### config.mk
export PLATFORM = sky130hd
export DESIGN_NAME = chmc_ctrl
export DESIGN_NICKNAME = d
export VERILOG_FILES = /design/src/rtl/core/chmc_pkg.sv /design/src/rtl/core/chmc_ctrl.sv
export SDC_FILE = /design/constraint.sdc
export NUM_CORES = 1
export LEC_CHECK = 0
export BUFFER_PORTS_ARGS = -buffer_cell sky130_fd_sc_hd__buf_2
export CAP_MARGIN = 5
export CORE_UTILIZATION = 30
export CTS_BUF_LIST = sky130_fd_sc_hd__clkbuf_8
export DETAILED_ROUTE_END_ITERATION = 16
export GPL_TIMING_DRIVEN = 1
export SETUP_SLACK_MARGIN = 0.2
export SLEW_MARGIN = 10
export SYNTH_ARGS = -nofsm -noshare
export SYNTH_HDL_FRONTEND = slang
export SYNTH_SLANG_ARGS = --single-unit
### constraint.sdc
create_clock -name clk -period 1.99 [get_ports clk]
set_input_delay 0.0995 -clock clk [delete_from_list [all_inputs] [get_ports clk]]
set_output_delay 0.0995 -clock clk [all_outputs]
set_load 0.005 [all_outputs]
### src/rtl/core/chmc_pkg.sv
package chmc_pkg;

  localparam int unsigned COORD_W = 20;

  typedef struct packed {
    logic signed [COORD_W-1:0] y;
    logic signed [COORD_W-1:0] x;
  } point_t;

  typedef enum logic [1:0] {
    PUSH_P     = 2'd0,
    PUSH_CELL0 = 2'd1,
    PUSH_CELL1 = 2'd2,
    PUSH_NM2   = 2'd3
  } push_src_t;

  typedef struct packed {
    logic      load;
    logic      sort_init;
    logic      sort_step;
    logic      push;
    push_src_t push_src;
    logic      seed_clr;
    logic      seed_done;
    logic      fetch;
    logic      mul;
    logic      pop;
    logic      advance;
    logic      mid;
    logic      pass_thru;
    logic      emit_adv;
    logic      finish;
  } cmd_t;

  typedef struct packed {
    logic small_set;
    logic sort_done;
    logic chain_end;
    logic right_phase;
    logic can_pop;
    logic turn_le0;
    logic emit_last;
  } sts_t;

endpackage

### src/rtl/core/chmc_ctrl.sv
module chmc_ctrl
  import chmc_pkg::*;
(
  input  logic clk,
  input  logic rst_n,
  input  logic in_valid,
  input  logic in_last,
  output logic in_ready,
  output logic out_valid,
  input  logic out_ready,
  input  sts_t sts,
  output cmd_t cmd
);

  typedef enum logic [10:0] {
    S_LOAD  = 11'b00000000001,
    S_SMALL = 11'b00000000010,
    S_SORT  = 11'b00000000100,
    S_SEED0 = 11'b00000001000,
    S_SEED1 = 11'b00000010000,
    S_FETCH = 11'b00000100000,
    S_CHECK = 11'b00001000000,
    S_TEST  = 11'b00010000000,
    S_PUSH  = 11'b00100000000,
    S_MID   = 11'b01000000000,
    S_EMIT  = 11'b10000000000
  } state_t;

  state_t state_r, state_nxt;

  always_ff @(posedge clk) begin
    if (!rst_n) state_r <= S_LOAD;
    else        state_r <= state_nxt;
  end

  always_comb begin
    state_nxt = state_r;
    cmd       = '0;
    cmd.push_src = PUSH_P;
    in_ready  = 1'b0;
    out_valid = 1'b0;
    case (state_r)
      S_LOAD: begin
        in_ready = 1'b1;
        if (in_valid) begin
          cmd.load = 1'b1;
          if (in_last) begin
            cmd.sort_init = 1'b1;
            state_nxt = sts.small_set ? S_SMALL : S_SORT;
          end
        end
      end
      S_SMALL: begin
        cmd.pass_thru = 1'b1;
        out_valid = 1'b1;
        if (out_ready) begin
          if (sts.emit_last) begin
            cmd.finish = 1'b1;
            state_nxt  = S_LOAD;
          end else begin
            cmd.emit_adv = 1'b1;
          end
        end
      end
      S_SORT: begin
        if (sts.sort_done) state_nxt = S_SEED0;
        else cmd.sort_step = 1'b1;
      end
      S_SEED0: begin
        cmd.push     = 1'b1;
        cmd.seed_clr = 1'b1;
        cmd.push_src = PUSH_CELL0;
        state_nxt    = S_SEED1;
      end
      S_SEED1: begin
        cmd.push      = 1'b1;
        cmd.push_src  = PUSH_CELL1;
        cmd.seed_done = 1'b1;
        state_nxt     = S_FETCH;
      end
      S_FETCH: begin
        if (sts.chain_end) begin
          state_nxt = sts.right_phase ? S_MID : S_EMIT;
        end else begin
          cmd.fetch = 1'b1;
          state_nxt = S_CHECK;
        end
      end
      S_CHECK: begin
        if (sts.can_pop) begin
          cmd.mul   = 1'b1;
          state_nxt = S_TEST;
        end else begin
          state_nxt = S_PUSH;
        end
      end
      S_TEST: begin
        if (sts.turn_le0) begin
          cmd.pop   = 1'b1;
          state_nxt = S_CHECK;
        end else begin
          state_nxt = S_PUSH;
        end
      end
      S_PUSH: begin
        cmd.push    = 1'b1;
        cmd.advance = 1'b1;
        state_nxt   = S_FETCH;
      end
      S_MID: begin
        cmd.push     = 1'b1;
        cmd.push_src = PUSH_NM2;
        cmd.mid      = 1'b1;
        state_nxt    = S_FETCH;
      end
      S_EMIT: begin
        out_valid = 1'b1;
        if (out_ready) begin
          if (sts.emit_last) begin
            cmd.finish = 1'b1;
            state_nxt  = S_LOAD;
          end else begin
            cmd.emit_adv = 1'b1;
          end
        end
      end
      default: state_nxt = S_LOAD;
    endcase
  end

endmodule

==> impl_results.rst, run 1 <==
.. list-table::
   :header-rows: 1

   * - Metric
     - Value
   * - Status
     - finished clean
   * - First-pass iteration count of the detailed router
     - 4
   * - Area inside the core boundary
     - 0.00232 mm²
   * - Number of antenna violations at the first check in global routing
     - 0
   * - PD cells
     - 935 mW/mm²
   * - Total setup violations reported at the end of the flow
     - 0
   * - Area contributors post-synth
     - sky130_fd_sc_hd__dfxtp_1 (29%), sky130_fd_sc_hd__nor3_1 (4.6%), sky130_fd_sc_hd__nand2_1 (4.4%)
   * - Clk Tree Root Cell
     - sky130_fd_sc_hd__clkbuf_8
   * - DRC Markers
     - 0
   * - Post-place setup slack
     - 0.181 ns
   * - Synthesized Nets
     - 104
   * - Buf/Inv on CP
     - 2
   * - Power share of the sequential group
     - 25.4%
   * - Setup Skew
     - 0.00174 ns
   * - Synthesized area
     - 769 µm²
   * - Critical Path, Cell by Cell
     - nor4_4 > buf_4 > nand3b_4 > nor4_4 > nand2_1 > nor2_1 > buf_2
   * - Total count of max-transition violations in the final report
     - 0
   * - CP top delay family
     - simple AND/OR/NAND/NOR gates
   * - Synth top area share
     - 28.6%
   * - Initial Utilization
     - 33.2%
   * - Flop2flop setup slack
     - 0.24 ns
   * - Wire length of the first global-routing pass
     - 3360 µm
   * - Min Tclk post-route
     - 1.83 ns
   * - Number of cells on the worst hold path
     - 3
   * - Worst-Skew Late Latency
     - 0.23 ns
   * - Hold-critical path endpoint
     - state_r[9]$_SDFFE_PN0P_
   * - Number of DRC markers in iteration 0
     - 11
   * - Largest driver fanout on the critical path
     - 4
   * - Crit start category
     - register
   * - Gate power share
     - 55.1%
   * - Final Hold Violating Endpoints
     - 0
   * - Clock transition at path regs
     - 0.05 ns
   * - Synth area leader
     - sky130_fd_sc_hd__dfxtp_1
   * - P_int
     - 698 µW
   * - Max FFs per register
     - 11
   * - Final weighted congestion of routability-driven global placement
     - 0.806
   * - Register ranked first by flip-flop count
     - state_r
   * - Clock network power share
     - 19.5%
   * - Maximum vdd ir drop
     - 0.000649 V
   * - Total routing resource utilization after global routing
     - 16.4%
   * - Post-layout net count
     - 147
   * - Num ports
     - 30
   * - Number of buffers on the longest clock path
     - 2
   * - Number of sinks handled by clock tree synthesis
     - 11
   * - Clock H-tree levels
     - 1
   * - Number of standard-cell rows in the floorplan
     - 17
   * - Registers with the most flip-flops
     - state_r (11)
   * - Path category of the worst min-delay check
     - in2reg
   * - Portion of the clock cycle consumed by the worst path in the final layout
     - 92.0%
   * - Post-detailed-route wirelength per cell
     - 12.8 µm
   * - Switching power
     - 395 µW
   * - Vias post-DR
     - 856
   * - Total length of routed wires
     - 2070 µm
   * - Unrepaired setup endpoints after global routing
     - yes
   * - Area of the die
     - 0.00277 mm²
   * - Cells on worst reg2reg path
     - 5
   * - Post-Syn Instances
     - 92
   * - Slew of the pin with the lowest slew margin
     - 0.409 ns
   * - Hold buffer count at CTS
     - 0
   * - Remaining global-route overflow
     - 0
   * - Clock buffer count from CTS
     - 3
   * - Mean area per synthesized cell
     - 8.36 µm²
   * - Startpoint of the tightest hold check path
     - sts[3]
   * - Switching portion of total power
     - 36.2%
   * - Maximum number of pins on one net before global-route repair
     - 9
   * - Proportion of layout cells with a drive suffix above 1
     - 55.2%
   * - Warnings, synthesis
     - 0
   * - Drt via density
     - 5.28
   * - Via count of the first global-routing pass
     - 777
   * - Critical path's most frequent cell
     - sky130_fd_sc_hd__nor4_4
   * - Pleak
     - 0.565 nW
   * - ANT nets after route
     - 0
   * - Synth unique cells
     - 37
   * - Category of the worst setup path capture point
     - output port
   * - Post-detail-place hpwl
     - 1540 µm
   * - Worst EP required
     - 1.89 ns
   * - Synthesis-to-layout area growth
     - 52.0%
   * - Origin of the critical flop-to-flop path
     - state_r[1]$_SDFFE_PN0P_
   * - Worst path max stage delay
     - 0.34 ns
   * - Share of synthesized area occupied by flip-flops and latches
     - 28.6%
   * - Flip-flop and latch count after synthesis
     - 11
   * - Data arrival, critical path
     - 1.73 ns
   * - Setup Crit Path Kind
     - reg2out
   * - Maxcap violations
     - 0
   * - Final-layout setup total negative slack
     - 0 ns
   * - Achievable Freq
     - 0.546 GHz
   * - Total inserted antenna cells
     - 0
   * - Clock tree from TritonCTS
     - done
   * - R2r endpoint
     - state_r[1]$_SDFFE_PN0P_
   * - Setup WS post-layout
     - 0.159 ns
   * - Port Buf Inserts
     - 29
   * - DIE WIDTH
     - 52.6 µm
   * - Max-slew headroom at the worst pin
     - 72.6%
   * - Slowest cell on the critical path
     - sky130_fd_sc_hd__dfxtp_2
   * - Floorplan die height
     - 52.6 µm
[placed cells by master, fill, tap and decap left out, drive strengths merged, types with 2 or more instances in the layout]
master	instances
nand4	3
nor3	8
xnor2	2
a21oi	2
nor2	9
nand3	4
clkbuf	3
and3	2
o21ba	2
nor2b	3
nor4	6
inv	6
o21ai	2
and2	3
nor3b	2
dfxtp	11
nand2	9
buf	42
[cell usage after synthesis]
master	n
sky130_fd_sc_hd__a211o_1	1
sky130_fd_sc_hd__a21boi_0	1
sky130_fd_sc_hd__a21oi_1	2
sky130_fd_sc_hd__and2_1	3
sky130_fd_sc_hd__and3_1	2
sky130_fd_sc_hd__and4_1	1
sky130_fd_sc_hd__buf_4	2
sky130_fd_sc_hd__buf_6	2
sky130_fd_sc_hd__dfxtp_1	11
sky130_fd_sc_hd__inv_1	5
sky130_fd_sc_hd__mux2i_1	1
sky130_fd_sc_hd__nand2_1	9
sky130_fd_sc_hd__nand3_1	4
sky130_fd_sc_hd__nand3b_4	1
sky130_fd_sc_hd__nand4_1	3
sky130_fd_sc_hd__nand4b_1	1
sky130_fd_sc_hd__nor2_1	9
sky130_fd_sc_hd__nor2b_1	3
sky130_fd_sc_hd__nor3_1	7
sky130_fd_sc_hd__nor3_2	1
sky130_fd_sc_hd__nor3b_1	2
sky130_fd_sc_hd__nor4_1	4
sky130_fd_sc_hd__nor4_2	1
sky130_fd_sc_hd__nor4_4	1
sky130_fd_sc_hd__nor4b_1	1
sky130_fd_sc_hd__o21a_1	1
sky130_fd_sc_hd__o21ai_0	1
sky130_fd_sc_hd__o21ai_2	1
sky130_fd_sc_hd__o21ba_2	2
sky130_fd_sc_hd__o22a_1	1
sky130_fd_sc_hd__o2bb2ai_4	1
sky130_fd_sc_hd__o31ai_1	1
sky130_fd_sc_hd__or3_1	1
sky130_fd_sc_hd__or4_1	1
sky130_fd_sc_hd__or4b_1	1
sky130_fd_sc_hd__xnor2_1	2
sky130_fd_sc_hd__xor2_1	1
[how the worst max path moves through the flow]
stage | start | endpoint | depth (start not counted) | slack (ns)
after floorplan | state_r[7]$_SDFFE_PN0P_ | state_r[6]$_SDFFE_PN0P_ | 7 | 0.27
final | state_r[9]$_SDFFE_PN0P_ | cmd[1] | 7 | 0.16
after global placement | state_r[3]$_SDFFE_PN0P_ | state_r[1]$_SDFFE_PN0P_ | 5 | 0.22
after detailed placement | state_r[1]$_SDFFE_PN0P_ | state_r[5]$_SDFFE_PN0P_ | 5 | 0.18
after global routing | state_r[9]$_SDFFE_PN0P_ | cmd[1] | 7 | 0.08
after CTS | state_r[0]$_SDFFE_PN1P_ | cmd[12] | 5 | 0.13
[final cells by class]
cell class / count / area [µm²]
Clock buffer: 3 / 41.3
Sequential cell: 11 / 233
Multi-Input combinational cell: 72 / 592
Tap cell: 28 / 35.0
Fill cell: 224 / 1150
Clock inverter: 1 / 3.75
Inverter: 5 / 18.8
Timing Repair Buffer: 42 / 246
[cells by family after synthesis]
kind of cell	share of synthesized area [%]
mux	1.30
buf+inv	7.32
xor+xnor	3.42
compound gates	14.5
flops	28.6
simple gates	44.9
[metrics by stage]
stage                     hold WS, ns  utilization (%)  cells  area, µm²  total power, mW
after floorplan                 0.217                -     92        769            0.613
after global placement          0.336             40.6    149        942            0.701
after detailed placement        0.345             40.6    149        942            0.704
after CTS                      0.0880             47.7    158       1100             1.04
after global routing           0.0956             50.5    162       1170             1.16
final                          0.0895             50.5    162       1170             1.09
[per-layer routing]
metal  GRT usage (%)  part of all wire [%]
met5               0                     0
met3            2.32                   6.4
met1            21.7                    43
met2            25.7                    48
met4            8.33                   1.8
[timing repair]
action | 4_1_cts | 5_1_grt
setup buffers | 5 | 4
resized for setup | 20 | 12
pin swaps | 7 | 5
endpoints found under the hold margin | 0 | 0
endpoints found under the setup margin | 18 | 20
cloned | 0 | 0
[power by group through the flow]
| stage | clock, mW | sequential, mW | combinational (mW) |
|---|---|---|---|
| after detailed placement | 0 | 0.271 | 0.433 |
| after global routing | 0.228 | 0.280 | 0.652 |
| after CTS | 0.220 | 0.274 | 0.546 |
| after floorplan | 0 | 0.262 | 0.351 |
| final | 0.213 | 0.278 | 0.603 |
| after global placement | 0 | 0.270 | 0.431 |
[worst reg2reg max path, delay by kind of cell (launching register included)]
| kind | cells | cell delay (ns) |
|---|---|---|
| flops | 1 | 0.37 |
| compound gates | 2 | 0.46 |
| mux | 1 | 0.19 |
| simple gates | 2 | 0.67 |
Power figures use the tool's default switching activity.
==> run 2, diff against run 1 <==
PLACE_DENSITY = 0.55   (was not set)
==> run 2 against run 1 <==
Sequential power is essentially flat. Via count grew 2.5%. Global-route usage shrank 0.36 points. Hold slack lost 0.0036 ns. Largest cell class unchanged. Highest routed layer is now met3.
==> impl_results.rst, run 2 (same netlist as run 1, synthesis figures left out) <==
.. list-table::
   :header-rows: 1

   * - Metric
     - Value
   * - Status
     - finished clean
   * - Final weighted congestion of routability-driven global placement
     - 0.780 (-3.3%)
   * - Number of DRC markers in iteration 0
     - 12 (+1)
   * - Port Buf Inserts
     - 29 (unchanged)
   * - Crit start category
     - register
   * - Largest driver fanout on the critical path
     - 4 (unchanged)
   * - Clock transition at path regs
     - 0.05 ns (about the same)
   * - Total routing resource utilization after global routing
     - 16.1% (-0.36 points)
   * - Max FFs per register
     - 11 (unchanged)
   * - Min Tclk post-route
     - 1.85 ns (+0.0156 ns)
   * - Leading cell type in the layout, fill and taps excluded
     - sky130_fd_sc_hd__buf_2
   * - Slew of the pin with the lowest slew margin
     - 0.398 ns (-0.0109 ns)
   * - Proportion of layout cells with a drive suffix above 1
     - 58.5% (+3.2 points)
   * - Placed inst area
     - 965 µm² (+2.4%)
   * - Maximum vdd ir drop
     - 0.000644 V (-0.86%)
   * - Synthesis-to-layout area growth
     - 65.7%
   * - PD cells
     - 892 mW/mm² (-4.6%)
   * - Post-route design area
     - 0.00127 mm² (+9.0%)
   * - Drt via density
     - 5.16 (-2.4%)
   * - Clock H-tree levels
     - 1 (unchanged)
   * - Wire length of the first global-routing pass
     - 3350 µm (-0.21%)
   * - Max-slew headroom at the worst pin
     - 73.3% (+0.63 points)
   * - Post-layout net count
     - 155 (+5.4%)
   * - Post-detailed-route wirelength per cell
     - 12.5 µm (-1.9%)
   * - Most frequent cells in the layout
     - sky130_fd_sc_hd__buf_2 (28), sky130_fd_sc_hd__buf_4 (16), sky130_fd_sc_hd__nand2_1 (9)
   * - Area inside the core boundary
     - 0.00232 mm² (unchanged)
   * - Total setup violations reported at the end of the flow
     - 0 (unchanged)
   * - Worst EP required
     - 2.17 ns (+0.28 ns)
   * - Maximum number of pins on one net before global-route repair
     - 9 (unchanged)
   * - DRC Markers
     - 0 (unchanged)
   * - Data arrival, critical path
     - 2.03 ns (+0.30 ns)
   * - Clock tree from TritonCTS
     - done
   * - Path category of the worst min-delay check
     - in2reg
   * - DIE WIDTH
     - 52.6 µm (unchanged)
   * - Via count of the first global-routing pass
     - 796 (+2.4%)
   * - Final-layout setup total negative slack
     - 0 ns (unchanged)
   * - Total length of routed wires
     - 2130 µm (+2.9%)
   * - Number of standard-cell rows in the floorplan
     - 17 (unchanged)
   * - Floorplan die height
     - 52.6 µm (unchanged)
   * - Total inserted antenna cells
     - 0 (unchanged)
   * - ANT nets after route
     - 0 (unchanged)
   * - Clock buffer count from CTS
     - 3 (unchanged)
   * - Registers with the most flip-flops
     - state_r (11)
   * - Remaining global-route overflow
     - 0 (unchanged)
   * - Setup Crit Path Kind
     - reg2reg
   * - Setup Skew
     - 0.00225 ns (+0.000503 ns)
   * - Category of the worst setup path capture point
     - register
   * - Vias post-DR
     - 877 (+2.5%)
   * - Pleak
     - 0.609 nW (+7.7%)
   * - Number of sinks handled by clock tree synthesis
     - 11 (unchanged)
   * - Area of the die
     - 0.00277 mm² (unchanged)
   * - Register ranked first by flip-flop count
     - state_r
   * - Num ports
     - 30 (unchanged)
   * - Clk Tree Root Cell
     - sky130_fd_sc_hd__clkbuf_8
   * - Post-detail-place hpwl
     - 1440 µm (-6.5%)
   * - Maxcap violations
     - 0 (unchanged)
   * - Initial Utilization
     - 33.2% (unchanged)
   * - Final Hold Violating Endpoints
     - 0 (unchanged)
   * - Worst-Skew Late Latency
     - 0.24 ns (about the same)
   * - Number of buffers on the longest clock path
     - 2 (unchanged)
   * - First-pass iteration count of the detailed router
     - 4 (unchanged)
   * - Number of antenna violations at the first check in global routing
     - 0 (unchanged)
   * - Total count of max-transition violations in the final report
     - 0 (unchanged)
   * - Unrepaired setup endpoints after global routing
     - yes
   * - Achievable Freq
     - 0.541 GHz (-0.84%)
   * - Portion of the clock cycle consumed by the worst path in the final layout
     - 92.8% (+0.78 points)
==> run 2: changes by cell type in the layout (fill, tap and decap cells not counted), moves of 2 or more <==
| cell | delta |
|---|---|
| sky130_fd_sc_hd__o21ba_4 | +2 |
| sky130_fd_sc_hd__o21ba_2 | -2 |
| sky130_fd_sc_hd__nand2_2 | -2 |
| sky130_fd_sc_hd__nor4_2 | +2 |
| sky130_fd_sc_hd__buf_4 | +4 |
| sky130_fd_sc_hd__buf_6 | +5 |
| sky130_fd_sc_hd__dfxtp_4 | +2 |
| sky130_fd_sc_hd__nand2_1 | +2 |
==> run 2: path summary, 6_finish.rpt <==
check / to / cells after the start / slack (ns) / startpoint
hold / removal: state_r[9]$_SDFFE_PN0P_ / 3 / 0.09 / sts[3]
hold reg to reg: state_r[7]$_SDFFE_PN0P_ / 1 / 0.52 / state_r[7]$_SDFFE_PN0P_
setup / recovery: state_r[1]$_SDFFE_PN0P_ / 6 / 0.14 / state_r[3]$_SDFFE_PN0P_
setup reg to reg: state_r[1]$_SDFFE_PN0P_ / 6 / 0.14 / state_r[3]$_SDFFE_PN0P_
==> run 2: layout make-up <==
type / count / area [µm²]
Clock buffer: 3 / 41.3
Clock inverter: 1 / 3.75
Fill cell: 222 / 1040
Inverter: 5 / 18.8
Multi-Input combinational cell: 72 / 609
Sequential cell: 11 / 239
Tap cell: 28 / 35.0
Timing Repair Buffer: 50 / 328
==> run 2: what timing repair did <==
action	CTS	global route
gates resized for setup	20	21
endpoints found under the setup margin	12	26
pin swaps	13	12
setup buffers	11	3
hold buffers	0	0
==> run 2: power by group <==
group	total [mW]	switching, mW	internal (mW)
combinational	0.642	0.292	0.350
sequential	0.276	0.0311	0.245
clock	0.219	0.0839	0.135
total	1.14	0.407	0.731
==> run 2: routing by layer <==
metal,up-vias,routed length [µm],global-route usage [%],share of wire [%]
li1,437,-,-,-
met1,417,972,20.4,46
met2,23,1080,25.9,50
met3,0,82,4.93,3.9
met4,0,0,4.39,0
met5,-,0,0,0
==> run 2: critical path: stages (launching register included) <==
cell and delay (ns):
sky130_fd_sc_hd__dfxtp_2 0.33, sky130_fd_sc_hd__buf_6 0.12, sky130_fd_sc_hd__or4b_4 0.55, sky130_fd_sc_hd__o22a_4 0.29, sky130_fd_sc_hd__o2bb2ai_4 0.18, sky130_fd_sc_hd__mux2i_1 0.20, sky130_fd_sc_hd__and2_1 0.13
==> run 2: stage by stage <==
step	util [%]	hold WS (ns)	worst slack [ns]	std cells	total power, mW
2_1_floorplan	-	0.217	0.273	92	0.613
3_3_place_gp	41.6	0.335	0.181	152	0.722
3_5_place_dp	41.6	0.343	0.221	152	0.720
4_1_cts	50.4	0.0802	0.150	167	1.06
5_1_grt	55.0	0.0953	0.0461	170	1.21
6_report	55.0	0.0859	0.143	170	1.14
==> run 3, diff against run 2 <==
==> constraint.sdc (replaced) <==
create_clock -name clk -period 1.99 [get_ports clk]
set_input_delay 0.199 -clock clk [delete_from_list [all_inputs] [get_ports clk]]
set_output_delay 0.199 -clock clk [all_outputs]
set_load 0.005 [all_outputs]
==> run 3 against run 2 <==
Hold slack better by 0.11 ns. Clock-buffer cell count did not move. Non-clock buffer count increased by 9. Cell count increased by 5.3%. Critical endpoint is now cmd[14]. Cell area increased by 11%.
==> impl_results.rst, run 3 (same netlist as run 1, synthesis figures left out) <==
.. list-table::
   :header-rows: 1

   * - Metric
     - Value
   * - Post-detailed-route wirelength per cell
     - 14.1 µm (+13%)
   * - Number of antenna violations at the first check in global routing
     - 0 (unchanged)
   * - Area inside the core boundary
     - 0.00232 mm² (unchanged)
   * - Remaining global-route overflow
     - 0 (unchanged)
   * - Proportion of layout cells with a drive suffix above 1
     - 68.9% (+10 points)
   * - Portion of the clock cycle consumed by the worst path in the final layout
     - 98.8% (+6.0 points)
   * - Post-layout instance count excluding filler cells
     - 179 (+5.3%)
   * - Met2 track utilization from global routing
     - 32.1% (+6.1 points)
   * - Critical Path, Cell by Cell
     - nor4_4 > buf_4 > and4_4 > buf_6 > and3_4 > buf_6
   * - Drt via density
     - 5.27 (+2.2%)
   * - Status
     - finished clean
   * - Number of standard-cell rows in the floorplan
     - 17 (unchanged)
   * - Setup WS post-layout
     - 0.0234 ns (-0.120 ns)
   * - Clock transition at path regs
     - 0.06 ns (about the same)
   * - Final core occ
     - 60.8% (+5.8 points)
   * - Maximum vdd ir drop
     - 0.000837 V (+30%)
   * - Setup Skew
     - 0.00716 ns (+0.00491 ns)
   * - Max FFs per register
     - 11 (unchanged)
   * - Inst Count DP
     - 151 (-0.66%)
   * - Num ports
     - 30 (unchanged)
   * - Clock H-tree levels
     - 1 (unchanged)
   * - Buf/Inv on CP
     - 3 (+2)
   * - Vias post-DR
     - 944 (+7.6%)
   * - Worst path max stage delay
     - 0.37 ns (-0.18 ns)
   * - Number of sinks handled by clock tree synthesis
     - 11 (unchanged)
   * - CP top delay family
     - simple AND/OR/NAND/NOR gates
   * - Min Tclk post-route
     - 1.97 ns (+0.120 ns)
   * - Maximum number of pins on one net before global-route repair
     - 8 (-1)
   * - Register ranked first by flip-flop count
     - state_r
   * - First-pass iteration count of the detailed router
     - 4 (unchanged)
   * - ANT nets after route
     - 0 (unchanged)
   * - Path category of the worst min-delay check
     - in2reg
   * - Multi-input gate area in the final layout
     - 637 µm² (+4.5%)
   * - Post-layout net count
     - 164 (+5.8%)
   * - Wire length of the first global-routing pass
     - 3690 µm (+10%)
   * - Setup Crit Path Kind
     - reg2out
   * - Leading cell type in the layout, fill and taps excluded
     - sky130_fd_sc_hd__buf_4
   * - Number of buffers on the longest clock path
     - 2 (unchanged)
   * - Registers with the most flip-flops
     - state_r (11)
   * - Critical path's most frequent cell
     - sky130_fd_sc_hd__buf_6
   * - Clk Tree Root Cell
     - sky130_fd_sc_hd__clkbuf_8
   * - Total inserted antenna cells
     - 0 (unchanged)
   * - Unrepaired setup endpoints after global routing
     - yes
   * - Grt peak-use layer
     - met2
   * - Total count of max-transition violations in the final report
     - 0 (unchanged)
   * - Hold buffer count at CTS
     - 0 (unchanged)
   * - Total routing resource utilization after global routing
     - 19.0% (+2.9 points)
   * - Initial Utilization
     - 33.2% (unchanged)
   * - Largest driver fanout on the critical path
     - 4 (unchanged)
   * - Clock buffer count from CTS
     - 3 (unchanged)
   * - Data arrival, critical path
     - 1.77 ns (-0.26 ns)
   * - FF+latch area
     - 243 µm² (+1.6%)
   * - Worst EP required
     - 1.79 ns (-0.38 ns)
   * - Post-Route Hold Slack
     - 0.198 ns (+0.112 ns)
   * - Floorplan die height
     - 52.6 µm (unchanged)
   * - Slew of the pin with the lowest slew margin
     - 0.360 ns (-0.0376 ns)
   * - Worst-Skew Late Latency
     - 0.25 ns (about the same)
   * - Pleak
     - 0.677 nW (+11%)
   * - DIE WIDTH
     - 52.6 µm (unchanged)
   * - Crit start category
     - register
   * - Most frequent cells in the layout
     - sky130_fd_sc_hd__buf_4 (24), sky130_fd_sc_hd__buf_2 (23), sky130_fd_sc_hd__buf_6 (12)
   * - Area of the die
     - 0.00277 mm² (unchanged)
   * - Port Buf Inserts
     - 29 (unchanged)
   * - Number of DRC markers in iteration 0
     - 14 (+2)
   * - Final Hold Violating Endpoints
     - 0 (unchanged)
   * - Post-place setup slack
     - 0.191 ns (-0.0301 ns)
   * - Total length of routed wires
     - 2530 µm (+19%)
   * - Category of the worst setup path capture point
     - output port
   * - Maxcap violations
     - 0 (unchanged)
   * - Max-slew headroom at the worst pin
     - 75.8% (+2.5 points)
   * - Post-detail-place hpwl
     - 1490 µm (+3.6%)
   * - Synthesis-to-layout area growth
     - 83.1%
   * - Total setup violations reported at the end of the flow
     - 0 (unchanged)
   * - Global-route track usage on met3
     - 4.93% (unchanged)
   * - Layout filler cell count
     - 198 (-11%)
   * - DRC Markers
     - 0 (unchanged)
   * - Final weighted congestion of routability-driven global placement
     - 0.809 (+3.7%)
   * - Via count of the first global-routing pass
     - 855 (+7.4%)
   * - Achievable Freq
     - 0.508 GHz (-6.1%)
   * - Slowest cell on the critical path
     - sky130_fd_sc_hd__nor4_4
   * - Grt met1 use
     - 20.5% (+0.039 points)
   * - Clock tree from TritonCTS
     - done
   * - PD cells
     - 960 mW/mm² (+7.6%)
## run 3: cell count changes in the layout (fill, tap and decap cells not counted), sizes merged
cell	delta
buf	+9
## run 3: path summary, 6_finish.rpt
check	start	to	slack [ns]	depth (start not counted)
worst max-delay path	state_r[7]$_SDFFE_PN0P_	cmd[14]	0.02	6
worst min-delay path	sts[3]	state_r[9]$_SDFFE_PN0P_	0.20	3
worst max register to register	state_r[7]$_SDFFE_PN0P_	state_r[1]$_SDFFE_PN0P_	0.13	8
worst min register to register	state_r[10]$_SDFFE_PN0P_	state_r[10]$_SDFFE_PN0P_	0.58	2
## run 3: metrics by stage
stage | TNS [ns] | area, µm² | power (mW)
final | 0 | 1410 | 1.35
after global routing | -0.00578 | 1410 | 1.43
after CTS | 0 | 1220 | 1.15
after detailed placement | 0 | 957 | 0.740
after global placement | 0 | 957 | 0.739
after floorplan | 0 | 769 | 0.613
## run 3: what timing repair did
item                       in CTS  in global routing
gates resized for setup        28                 31
pin swaps                      13                 11
setup endpoints to repair      20                 23
cloned                          0                  0
setup buffers                  16                  8
## run 3: cell type report
cell class | count | area share (%)
repair buffers | 59 | 30.6
well taps | 28 | 2.49
multi-input cells | 72 | 45.2
clock buffers | 3 | 2.93
clock inverters | 1 | 0.266
flip-flops and latches | 11 | 17.2
inverters | 5 | 1.33
## run 3: power breakdown
part | internal, mW | total (mW) | switching [mW]
clock network | 0.137 | 0.236 | 0.0990
registers | 0.248 | 0.278 | 0.0294
logic | 0.481 | 0.839 | 0.359
## run 3: routing by layer
metal,vias to the layer above,wire length [µm]
li1,453,-
met1,456,1000
met2,29,1360
met3,6,100
met4,0,68
met5,-,0
## run 3: worst reg2reg max path, cell delays in order, from the launching register on
cell and delay (ns):
sky130_fd_sc_hd__dfxtp_4 0.35, sky130_fd_sc_hd__nor4_4 0.37, sky130_fd_sc_hd__buf_4 0.19, sky130_fd_sc_hd__and4_4 0.23, sky130_fd_sc_hd__buf_6 0.11, sky130_fd_sc_hd__buf_6 0.09
sky130_fd_sc_hd__o2bb2ai_4 0.15, sky130_fd_sc_hd__mux2i_1 0.19, sky130_fd_sc_hd__and2_1 0.12
